===== config.mk =====
export PLATFORM = sky130hd
export DESIGN_NAME = bounded_deque_with_indexed_read
export DESIGN_NICKNAME = d
export VERILOG_FILES = /design/src/sv/bdq_pkg.sv /design/src/sv/bdq_ram.sv /design/src/sv/bounded_deque_with_indexed_read.sv
export SDC_FILE = /design/constraint.sdc
export NUM_CORES = 1
export LEC_CHECK = 0
export ABC_AREA = 1
export BUFFER_PORTS_ARGS = -buffer_cell sky130_fd_sc_hd__buf_4
export CAP_MARGIN = 20
export CORE_MARGIN = 3
export CORE_UTILIZATION = 40
export DETAILED_ROUTE_END_ITERATION = 12
export MAX_ROUTING_LAYER = met4
export PLACE_DENSITY = 0.56
export SYNTH_ARGS = -nofsm -noshare
export SYNTH_HDL_FRONTEND = slang
export SYNTH_SLANG_ARGS = --single-unit

===== constraint.sdc =====
create_clock -name i_clk -period 8.6 [get_ports i_clk]
set_input_delay 0 -clock i_clk [delete_from_list [all_inputs] [get_ports i_clk]]
set_output_delay 0 -clock i_clk [all_outputs]
set_load 0.01 [all_outputs]

===== src/sv/bdq_pkg.sv =====
// shared types and constants for the bounded deque
package bdq_pkg;

    // field widths of the stream beats
    localparam int KIND_W     = 3;
    localparam int VALUE_W    = 32;
    localparam int POS_W      = 4;
    localparam int STATUS_W   = 2;
    localparam int COUNT_W    = 5;
    localparam int CAP_W      = 5;
    localparam int IN_DATA_W  = 40;
    localparam int OUT_DATA_W = 40;

    // defaults for the top level parameters
    localparam int DEF_DEPTH      = 16;
    localparam int DEF_DATA_WIDTH = 32;

    // capacity limit after reset
    localparam logic [CAP_W-1:0] CAP_RESET = 5'd16;

    // operation codes carried in the input tuser
    typedef enum logic [KIND_W-1:0] {
        KIND_PUSH_TAIL = 3'd0,
        KIND_PUSH_HEAD = 3'd1,
        KIND_POP_TAIL  = 3'd2,
        KIND_POP_HEAD  = 3'd3,
        KIND_READ_POS  = 3'd4
    } t_kind;

    // result status carried in the output tuser
    typedef enum logic [STATUS_W-1:0] {
        STAT_OK     = 2'd0,
        STAT_EMPTY  = 2'd1,
        STAT_FULL   = 2'd2,
        STAT_BADPOS = 2'd3
    } t_status;

endpackage


===== src/sv/bdq_ram.sv =====
// generic single-port-write ram with registered read
module bdq_ram #(
    parameter int WIDTH = 32,
    parameter int DEPTH = 16
) (
    input  logic                     i_clk,
    input  logic                     i_we,
    input  logic [$clog2(DEPTH)-1:0] i_waddr,
    input  logic [WIDTH-1:0]         i_wdata,
    input  logic                     i_re,
    input  logic [$clog2(DEPTH)-1:0] i_raddr,
    output logic [WIDTH-1:0]         o_rdata
);

    logic [WIDTH-1:0] r_mem [DEPTH];
    logic [WIDTH-1:0] r_rdata;

    // write port
    always_ff @(posedge i_clk) begin
        if (i_we) begin
            r_mem[i_waddr] <= i_wdata;
        end
    end

    // registered read port
    always_ff @(posedge i_clk) begin
        if (i_re) begin
            r_rdata <= r_mem[i_raddr];
        end
    end

    assign o_rdata = r_rdata;

endmodule


===== src/sv/bounded_deque_with_indexed_read.sv =====
// bounded double-ended queue on a ring buffer with indexed read
//
//  channel  dir  beat fields (lsb first)
//  -------  ---  ---------------------------------------------------------
//  s        in   tuser: kind[2:0]; tdata: push_value[31:0], position[35:32]
//  m        out  tuser: status[1:0]; tdata: result_value[31:0], entry_count[36:32]
//  cfg      in   we + wdata: capacity_limit[4:0]
//
//  pushes, refused operations and unused kinds show their result in the cycle after
//  the beat is taken; a successful pop or read shows it only after the ST_READ state,
//  set by the registered read of the entry ram, and the slave side is closed in ST_READ.
//  a new beat is taken only when the result register is empty or its beat leaves
//  in the same cycle, so a stalled master holds the slave side while a result waits.
//  reset (synchronous, active low) empties the queue and sets the limit to 16;
//  the entry ram is not cleared, only written slots are ever read.
module bounded_deque_with_indexed_read #(
    parameter int DEPTH      = bdq_pkg::DEF_DEPTH,
    parameter int DATA_WIDTH = bdq_pkg::DEF_DATA_WIDTH
) (
    input  logic                            i_clk,
    input  logic                            i_rst_n,
    // capacity limit register
    input  logic                            i_cfg_we,
    input  logic [bdq_pkg::CAP_W-1:0]       i_cfg_wdata,
    // operation beats
    input  logic                            i_s_tvalid,
    output logic                            o_s_tready,
    input  logic [bdq_pkg::IN_DATA_W-1:0]   i_s_tdata,  // push_value[31:0], position[35:32]
    input  logic [bdq_pkg::KIND_W-1:0]      i_s_tuser,  // kind[2:0]
    // result beats
    output logic                            o_m_tvalid,
    input  logic                            i_m_tready,
    output logic [bdq_pkg::OUT_DATA_W-1:0]  o_m_tdata,  // result_value[31:0], entry_count[36:32]
    output logic [bdq_pkg::STATUS_W-1:0]    o_m_tuser   // status[1:0]
);

    localparam int AW   = $clog2(DEPTH);
    localparam int CW   = $clog2(DEPTH + 1);
    localparam int CMPW = (CW > bdq_pkg::CAP_W) ? CW : bdq_pkg::CAP_W;
    localparam int PW   = (AW > bdq_pkg::POS_W) ? AW : bdq_pkg::POS_W;
    localparam int XW   = (DATA_WIDTH > bdq_pkg::VALUE_W) ? DATA_WIDTH : bdq_pkg::VALUE_W;

    typedef enum logic [1:0] {
        ST_IDLE = 2'b01,
        ST_READ = 2'b10
    } t_state;

    t_state                         r_state, n_state;
    logic [AW-1:0]                  r_head, n_head;
    logic [CW-1:0]                  r_count, n_count;
    logic [bdq_pkg::CAP_W-1:0]      r_cap;
    logic                           r_out_valid;
    logic [bdq_pkg::VALUE_W-1:0]    r_out_value;
    logic [bdq_pkg::STATUS_W-1:0]   r_out_status;
    logic [bdq_pkg::COUNT_W-1:0]    r_out_count;

    logic                           s_fire, m_fire;
    logic [bdq_pkg::VALUE_W-1:0]    push_value;
    logic [bdq_pkg::POS_W-1:0]      position;
    logic [PW-1:0]                  pos_ext;
    logic                           is_full, is_empty, pos_bad;
    logic                           need_read;
    bdq_pkg::t_status               op_status;
    logic                           ram_we, ram_re;
    logic [AW-1:0]                  ram_waddr, ram_raddr;
    logic [DATA_WIDTH-1:0]          ram_wdata, ram_rdata;
    logic [XW-1:0]                  wdata_ext, rdata_ext;

    // ring slot offs places after base, both below DEPTH
    function automatic logic [AW-1:0] slot_after(input logic [AW-1:0] base,
                                                 input logic [AW-1:0] offs);
        logic [AW:0] s;
        s = {1'b0, base} + {1'b0, offs};
        if (s >= (AW+1)'(DEPTH)) begin
            s = s - (AW+1)'(DEPTH);
        end
        return s[AW-1:0];
    endfunction

    // beat handshakes
    assign o_s_tready = (r_state == ST_IDLE) && (!r_out_valid || i_m_tready);
    assign s_fire     = i_s_tvalid && o_s_tready;
    assign m_fire     = r_out_valid && i_m_tready;

    // input fields
    assign push_value = i_s_tdata[bdq_pkg::VALUE_W-1:0];
    assign position   = i_s_tdata[bdq_pkg::VALUE_W +: bdq_pkg::POS_W];
    assign pos_ext    = PW'(position);

    // occupancy checks
    assign is_full  = (CMPW'(r_count) >= CMPW'(r_cap)) || (r_count == CW'(DEPTH));
    assign is_empty = (r_count == '0);
    assign pos_bad  = (CMPW'(position) >= CMPW'(r_count));

    // data width adaption between the stream and the ram
    assign wdata_ext = XW'(push_value);
    assign ram_wdata = wdata_ext[DATA_WIDTH-1:0];
    assign rdata_ext = XW'(ram_rdata);

    // operation decode: pointer update and ram access
    always_comb begin
        n_head    = r_head;
        n_count   = r_count;
        ram_we    = 1'b0;
        ram_waddr = r_head;
        ram_re    = 1'b0;
        ram_raddr = r_head;
        need_read = 1'b0;
        op_status = bdq_pkg::STAT_OK;
        if (s_fire) begin
            unique case (i_s_tuser)
                bdq_pkg::KIND_PUSH_TAIL: begin
                    if (is_full) begin
                        op_status = bdq_pkg::STAT_FULL;
                    end else begin
                        ram_we    = 1'b1;
                        ram_waddr = slot_after(r_head, AW'(r_count));
                        n_count   = r_count + CW'(1);
                    end
                end
                bdq_pkg::KIND_PUSH_HEAD: begin
                    if (is_full) begin
                        op_status = bdq_pkg::STAT_FULL;
                    end else begin
                        n_head    = slot_after(r_head, AW'(DEPTH - 1));
                        ram_we    = 1'b1;
                        ram_waddr = n_head;
                        n_count   = r_count + CW'(1);
                    end
                end
                bdq_pkg::KIND_POP_TAIL: begin
                    if (is_empty) begin
                        op_status = bdq_pkg::STAT_EMPTY;
                    end else begin
                        n_count   = r_count - CW'(1);
                        ram_re    = 1'b1;
                        ram_raddr = slot_after(r_head, AW'(n_count));
                        need_read = 1'b1;
                    end
                end
                bdq_pkg::KIND_POP_HEAD: begin
                    if (is_empty) begin
                        op_status = bdq_pkg::STAT_EMPTY;
                    end else begin
                        ram_re    = 1'b1;
                        ram_raddr = r_head;
                        n_head    = slot_after(r_head, AW'(1));
                        n_count   = r_count - CW'(1);
                        need_read = 1'b1;
                    end
                end
                bdq_pkg::KIND_READ_POS: begin
                    if (pos_bad) begin
                        op_status = bdq_pkg::STAT_BADPOS;
                    end else begin
                        ram_re    = 1'b1;
                        ram_raddr = slot_after(r_head, pos_ext[AW-1:0]);
                        need_read = 1'b1;
                    end
                end
                default: begin
                    // unused kinds leave everything as it is
                end
            endcase
        end
    end

    // sequencer: wait in ST_READ for ram data on pops and reads
    always_comb begin
        n_state = r_state;
        unique case (r_state)
            ST_IDLE: begin
                if (s_fire && need_read) begin
                    n_state = ST_READ;
                end
            end
            ST_READ: begin
                n_state = ST_IDLE;
            end
            default: begin
                n_state = ST_IDLE;
            end
        endcase
    end

    // control state
    always_ff @(posedge i_clk) begin
        if (!i_rst_n) begin
            r_state     <= ST_IDLE;
            r_head      <= '0;
            r_count     <= '0;
            r_cap       <= bdq_pkg::CAP_RESET;
            r_out_valid <= 1'b0;
        end else begin
            r_state <= n_state;
            r_head  <= n_head;
            r_count <= n_count;
            if (i_cfg_we) begin
                r_cap <= i_cfg_wdata;
            end
            if ((s_fire && !need_read) || (r_state == ST_READ)) begin
                r_out_valid <= 1'b1;
            end else if (m_fire) begin
                r_out_valid <= 1'b0;
            end
        end
    end

    // result payload: status and count at accept, data once the ram answers
    always_ff @(posedge i_clk) begin
        if (s_fire) begin
            r_out_value  <= '0;
            r_out_status <= op_status;
            r_out_count  <= bdq_pkg::COUNT_W'(n_count);
        end else if (r_state == ST_READ) begin
            r_out_value <= rdata_ext[bdq_pkg::VALUE_W-1:0];
        end
    end

    bdq_ram #(
        .WIDTH (DATA_WIDTH),
        .DEPTH (DEPTH)
    ) u_ram (
        .i_clk   (i_clk),
        .i_we    (ram_we),
        .i_waddr (ram_waddr),
        .i_wdata (ram_wdata),
        .i_re    (ram_re),
        .i_raddr (ram_raddr),
        .o_rdata (ram_rdata)
    );

    // result beat
    assign o_m_tvalid = r_out_valid;
    assign o_m_tuser  = r_out_status;
    assign o_m_tdata  = bdq_pkg::OUT_DATA_W'({r_out_count, r_out_value});

endmodule


==> flow_metrics.py <==
metrics = {
    "die": {
        "die_height_um": 264,
        "dieArea_um2": 69600,
        "initial_core_util_pct": 40.9,
        "design.core.area_um2": 65000,
        "die_w_um": 264,
        "fp-row-count": 93,
        "io_pins": 97,
    },
    "critical_path": {
        "cp_data_arrival_time_ps": 4910,
        "slowest_delay_ps": 620,
        "critPathBufInv": 4,
        "cp.required_ps": 8820,
        "worstSetupStartpointType": "flop",
        "crit_slowest_cell": "inv_1",
        "cp_max_fo": 21,
        "cp_cell_sequence": "inv_1 -> ha_1 -> nand2_1 -> inv_1 -> nand4_1 -> nand4_1 -> inv_1 -> nand2_1 -> nand3_1 -> nand3_1 -> nor2_1 -> nand2_1 -> nor2_4 -> buf_4",
        "critical-path-top-delay-family": "simple AND/OR/NAND/NOR gates",
        "cp-end-kind": "flop",
        "critPathKind": "flop to flop",
    },
    "route": {
        "ant_nets": 0,
        "routed_wl_um": 68000,
        "wl_per_cell_um": 19.1,
        "drc_errors": 0,
        "drtPass1Iterations": 7,
        "vias": 17997,
        "vias_per_cell": 5.07,
        "drt_iter0_markers": 1618,
    },
    "clock_network": {
        "numCtsBuffers": 66,
        "cts.clk_slew.worst_paths_ps": 60,
        "cts_max_path_buffers": 3,
        "cts_tree": "built",
        "cts_root_buf": "clkbuf_16",
        "cts.sinks": 600,
        "cts-htree-levels": 3,
        "clk-insertion-delay-late_ps": 600,
        "cts_resized": 0,
    },
    "synth": {
        "synth.distinct_cells": 35,
        "ys_seq_area_share_pct": 65.9,
        "syn-cell-area_um2": 26600,
        "avgSynthCellArea_um2": 10.5,
        "yosys_warnings": 0,
        "synthCells": 2541,
        "ys_ff_latch": 600,
    },
    "timing": {
        "final.min_clock_period_ps": 4690,
        "finalHoldViolCount": 0,
        "rsz0062_at_grt": "no",
        "relSlewSlack_pct": 26.6,
        "tightest_slew_ps": 1100,
        "fin_skew_ps": 24.5,
        "fmax_ghz": 0.213,
        "post-route-period-util_pct": 54.5,
        "setup_viol": 0,
        "setup_slack_ps": 3910,
        "drv_slew": 0,
        "finalSetupTns_ps": 0,
        "fin_hold_ws_ps": 159,
    },
    "global_route": {
        "grt_pass1_wl_um": 104000,
        "grt_max_degree": 166,
        "grt-ovfl-total": 0,
        "grt_pass1_vias": 17557,
        "antenna_found_initial": 3,
        "grt.total_usage_pct": 20.0,
    },
    "cells_and_area": {
        "syn_to_final_growth_pct": 15.7,
        "drive_gt1_share_pct": 10.8,
        "final_cells": 3550,
        "postLayoutCoreUtil_pct": 47.3,
        "fillers": 5873,
        "num-nets-final": 2721,
    },
    "pwr": {
        "p_per_area_nw_per_um2": 218,
        "leakagePower_nw": 12.8,
        "peakVddDrop_mv": 0.122,
    },
    "place": {
        "post-place-ws_ps": 3790,
        "numPortBuffers": 89,
        "dp_cells": 3371,
        "dp_hpwl_um": 34300,
        "gp_congestion": 0.831,
    },
    "status": {
        "status": "finished, final reports clean",
    },
    "run": {
        "drv_cap": 0,
    },
    "min_path": {
        "holdCritPathClass": "input pin to flop",
    },
}
## path summary, 6_finish.rpt
check                    from            endpoint  slack [ps]  cells after the start
max                r_count[0]  u_ram.r_mem[8][22]        3910                     14
max reg2reg        r_count[0]  u_ram.r_mem[8][22]        3910                     14
min             i_s_tdata[35]        o_m_tuser[1]         160                      6
min reg2reg  u_ram.o_rdata[3]      r_out_value[3]         550                      3
## cells by family (layout without fill, tap and decap cells)
family                   after synthesis  in the layout  synth area share [%]
AND/OR/NAND/NOR                     1325           1325                  21.9
AO/OA/AOI/OAI                         51             51                  1.03
flip-flops                           600            600                  65.9
buffers and inverters                495            644                  8.07
adder cells (fa/ha/maj)               26             26                  1.31
multiplexers                          32             32                  1.36
other                                  1              6                0.0141
XOR/XNOR                              11             11                 0.362
## cells in the final DEF, fill, tap and decap left out, drive strengths merged, types with 2 or more instances in the layout
| master | n |
|---|---|
| fa | 3 |
| bufinv | 10 |
| ha | 23 |
| clkinv | 23 |
| nand2 | 666 |
| nand3 | 605 |
| a31oi | 2 |
| mux2 | 32 |
| diode | 3 |
| o211ai | 4 |
| nand4 | 7 |
| nor2 | 43 |
| inv | 350 |
| xnor2 | 3 |
| edfxtp | 551 |
| or2 | 2 |
| buf | 121 |
| dfxtp | 49 |
| a21oi | 19 |
| o21ai | 23 |
| clkbuf | 83 |
| conb | 3 |
| nor3 | 2 |
| dlygate4sd3 | 56 |
| xor2 | 8 |
## cell type report
type                            count  area (um2)  share of cell area [%]
Clock buffer                       83        1780                    5.78
Timing Repair Buffer              177        1520                    4.94
Multi-Input combinational cell   1448        7090                    23.0
Antenna cell                        3        7.51                  0.0244
Inverter                          349        1320                    4.28
Tap cell                          855        1070                    3.48
Clock inverter                     35         460                    1.50
Sequential cell                   600       17500                    57.0
## cell usage after synthesis (all sizes together)
master  instances  area (um2)
xnor2           3        26.3
o21ai          23         115
a31oi           2        12.5
clkinv          1        3.75
conb            1        3.75
inv           348        1310
fa              3        60.1
mux2           32         360
nand2         666        2530
dfxtp          49         981
or2             2        12.5
nor2           43         181
xor2            8        70.1
o21a            1        7.51
clkbuf         12        45.0
a21oi          19        95.1
nand3         605        3040
edfxtp        551       16500
nand4           7        43.8
o211ai          4        30.0
o22ai           1        6.26
ha             23         288
a211oi          1        7.51
nor3            2        21.3
buf           134         791
## power by group
group | total, mW | internal, mW | switching (mW)
clock | 2.93 | 1.77 | 1.16
sequential | 3.24 | 3.22 | 0.0158
combinational | 0.532 | 0.167 | 0.366
## timing repair
action	in CTS	in global routing
buffers inserted	0	0
hold buffers	56	0
setup endpoints to repair	0	0
hold endpoints to repair	539	0
## routing by layer
layer	wire, um	share of wire, %	global-route usage [%]
met1	30700	45	26.7
met2	31400	46	31.3
met3	4300	6.3	3.19
met4	1530	2.2	6.91
met5	0	0	-
## through the flow
step	instance area, um2	power [mW]
finish	30800	6.70
global route	30800	6.94
CTS	30700	6.77
detailed placement	27900	3.81
global placement	27900	3.80
floorplan	26600	3.63
## state kept, by name (all words and copies together) (netlist names)
| signal | flops |
|---|---|
| u_ram.o_rdata | 32 |
| r_cap | 5 |
| r_count | 5 |
| o_m_tvalid | 1 |
| r_out_count | 5 |
| o_m_tuser | 2 |
| r_head | 4 |
| r_state | 2 |
| r_out_value | 32 |
| u_ram.r_mem | 512 |
## worst register-to-register path, delay by kind of cell (launching register included)
kind,cells,cell delay (ps)
DFF,1,490
adders and majority gates,1,350
and+or+nand+nor,9,2020
buffers and inverters,4,1440
Note: power is estimated with default switching activity, not from simulation.
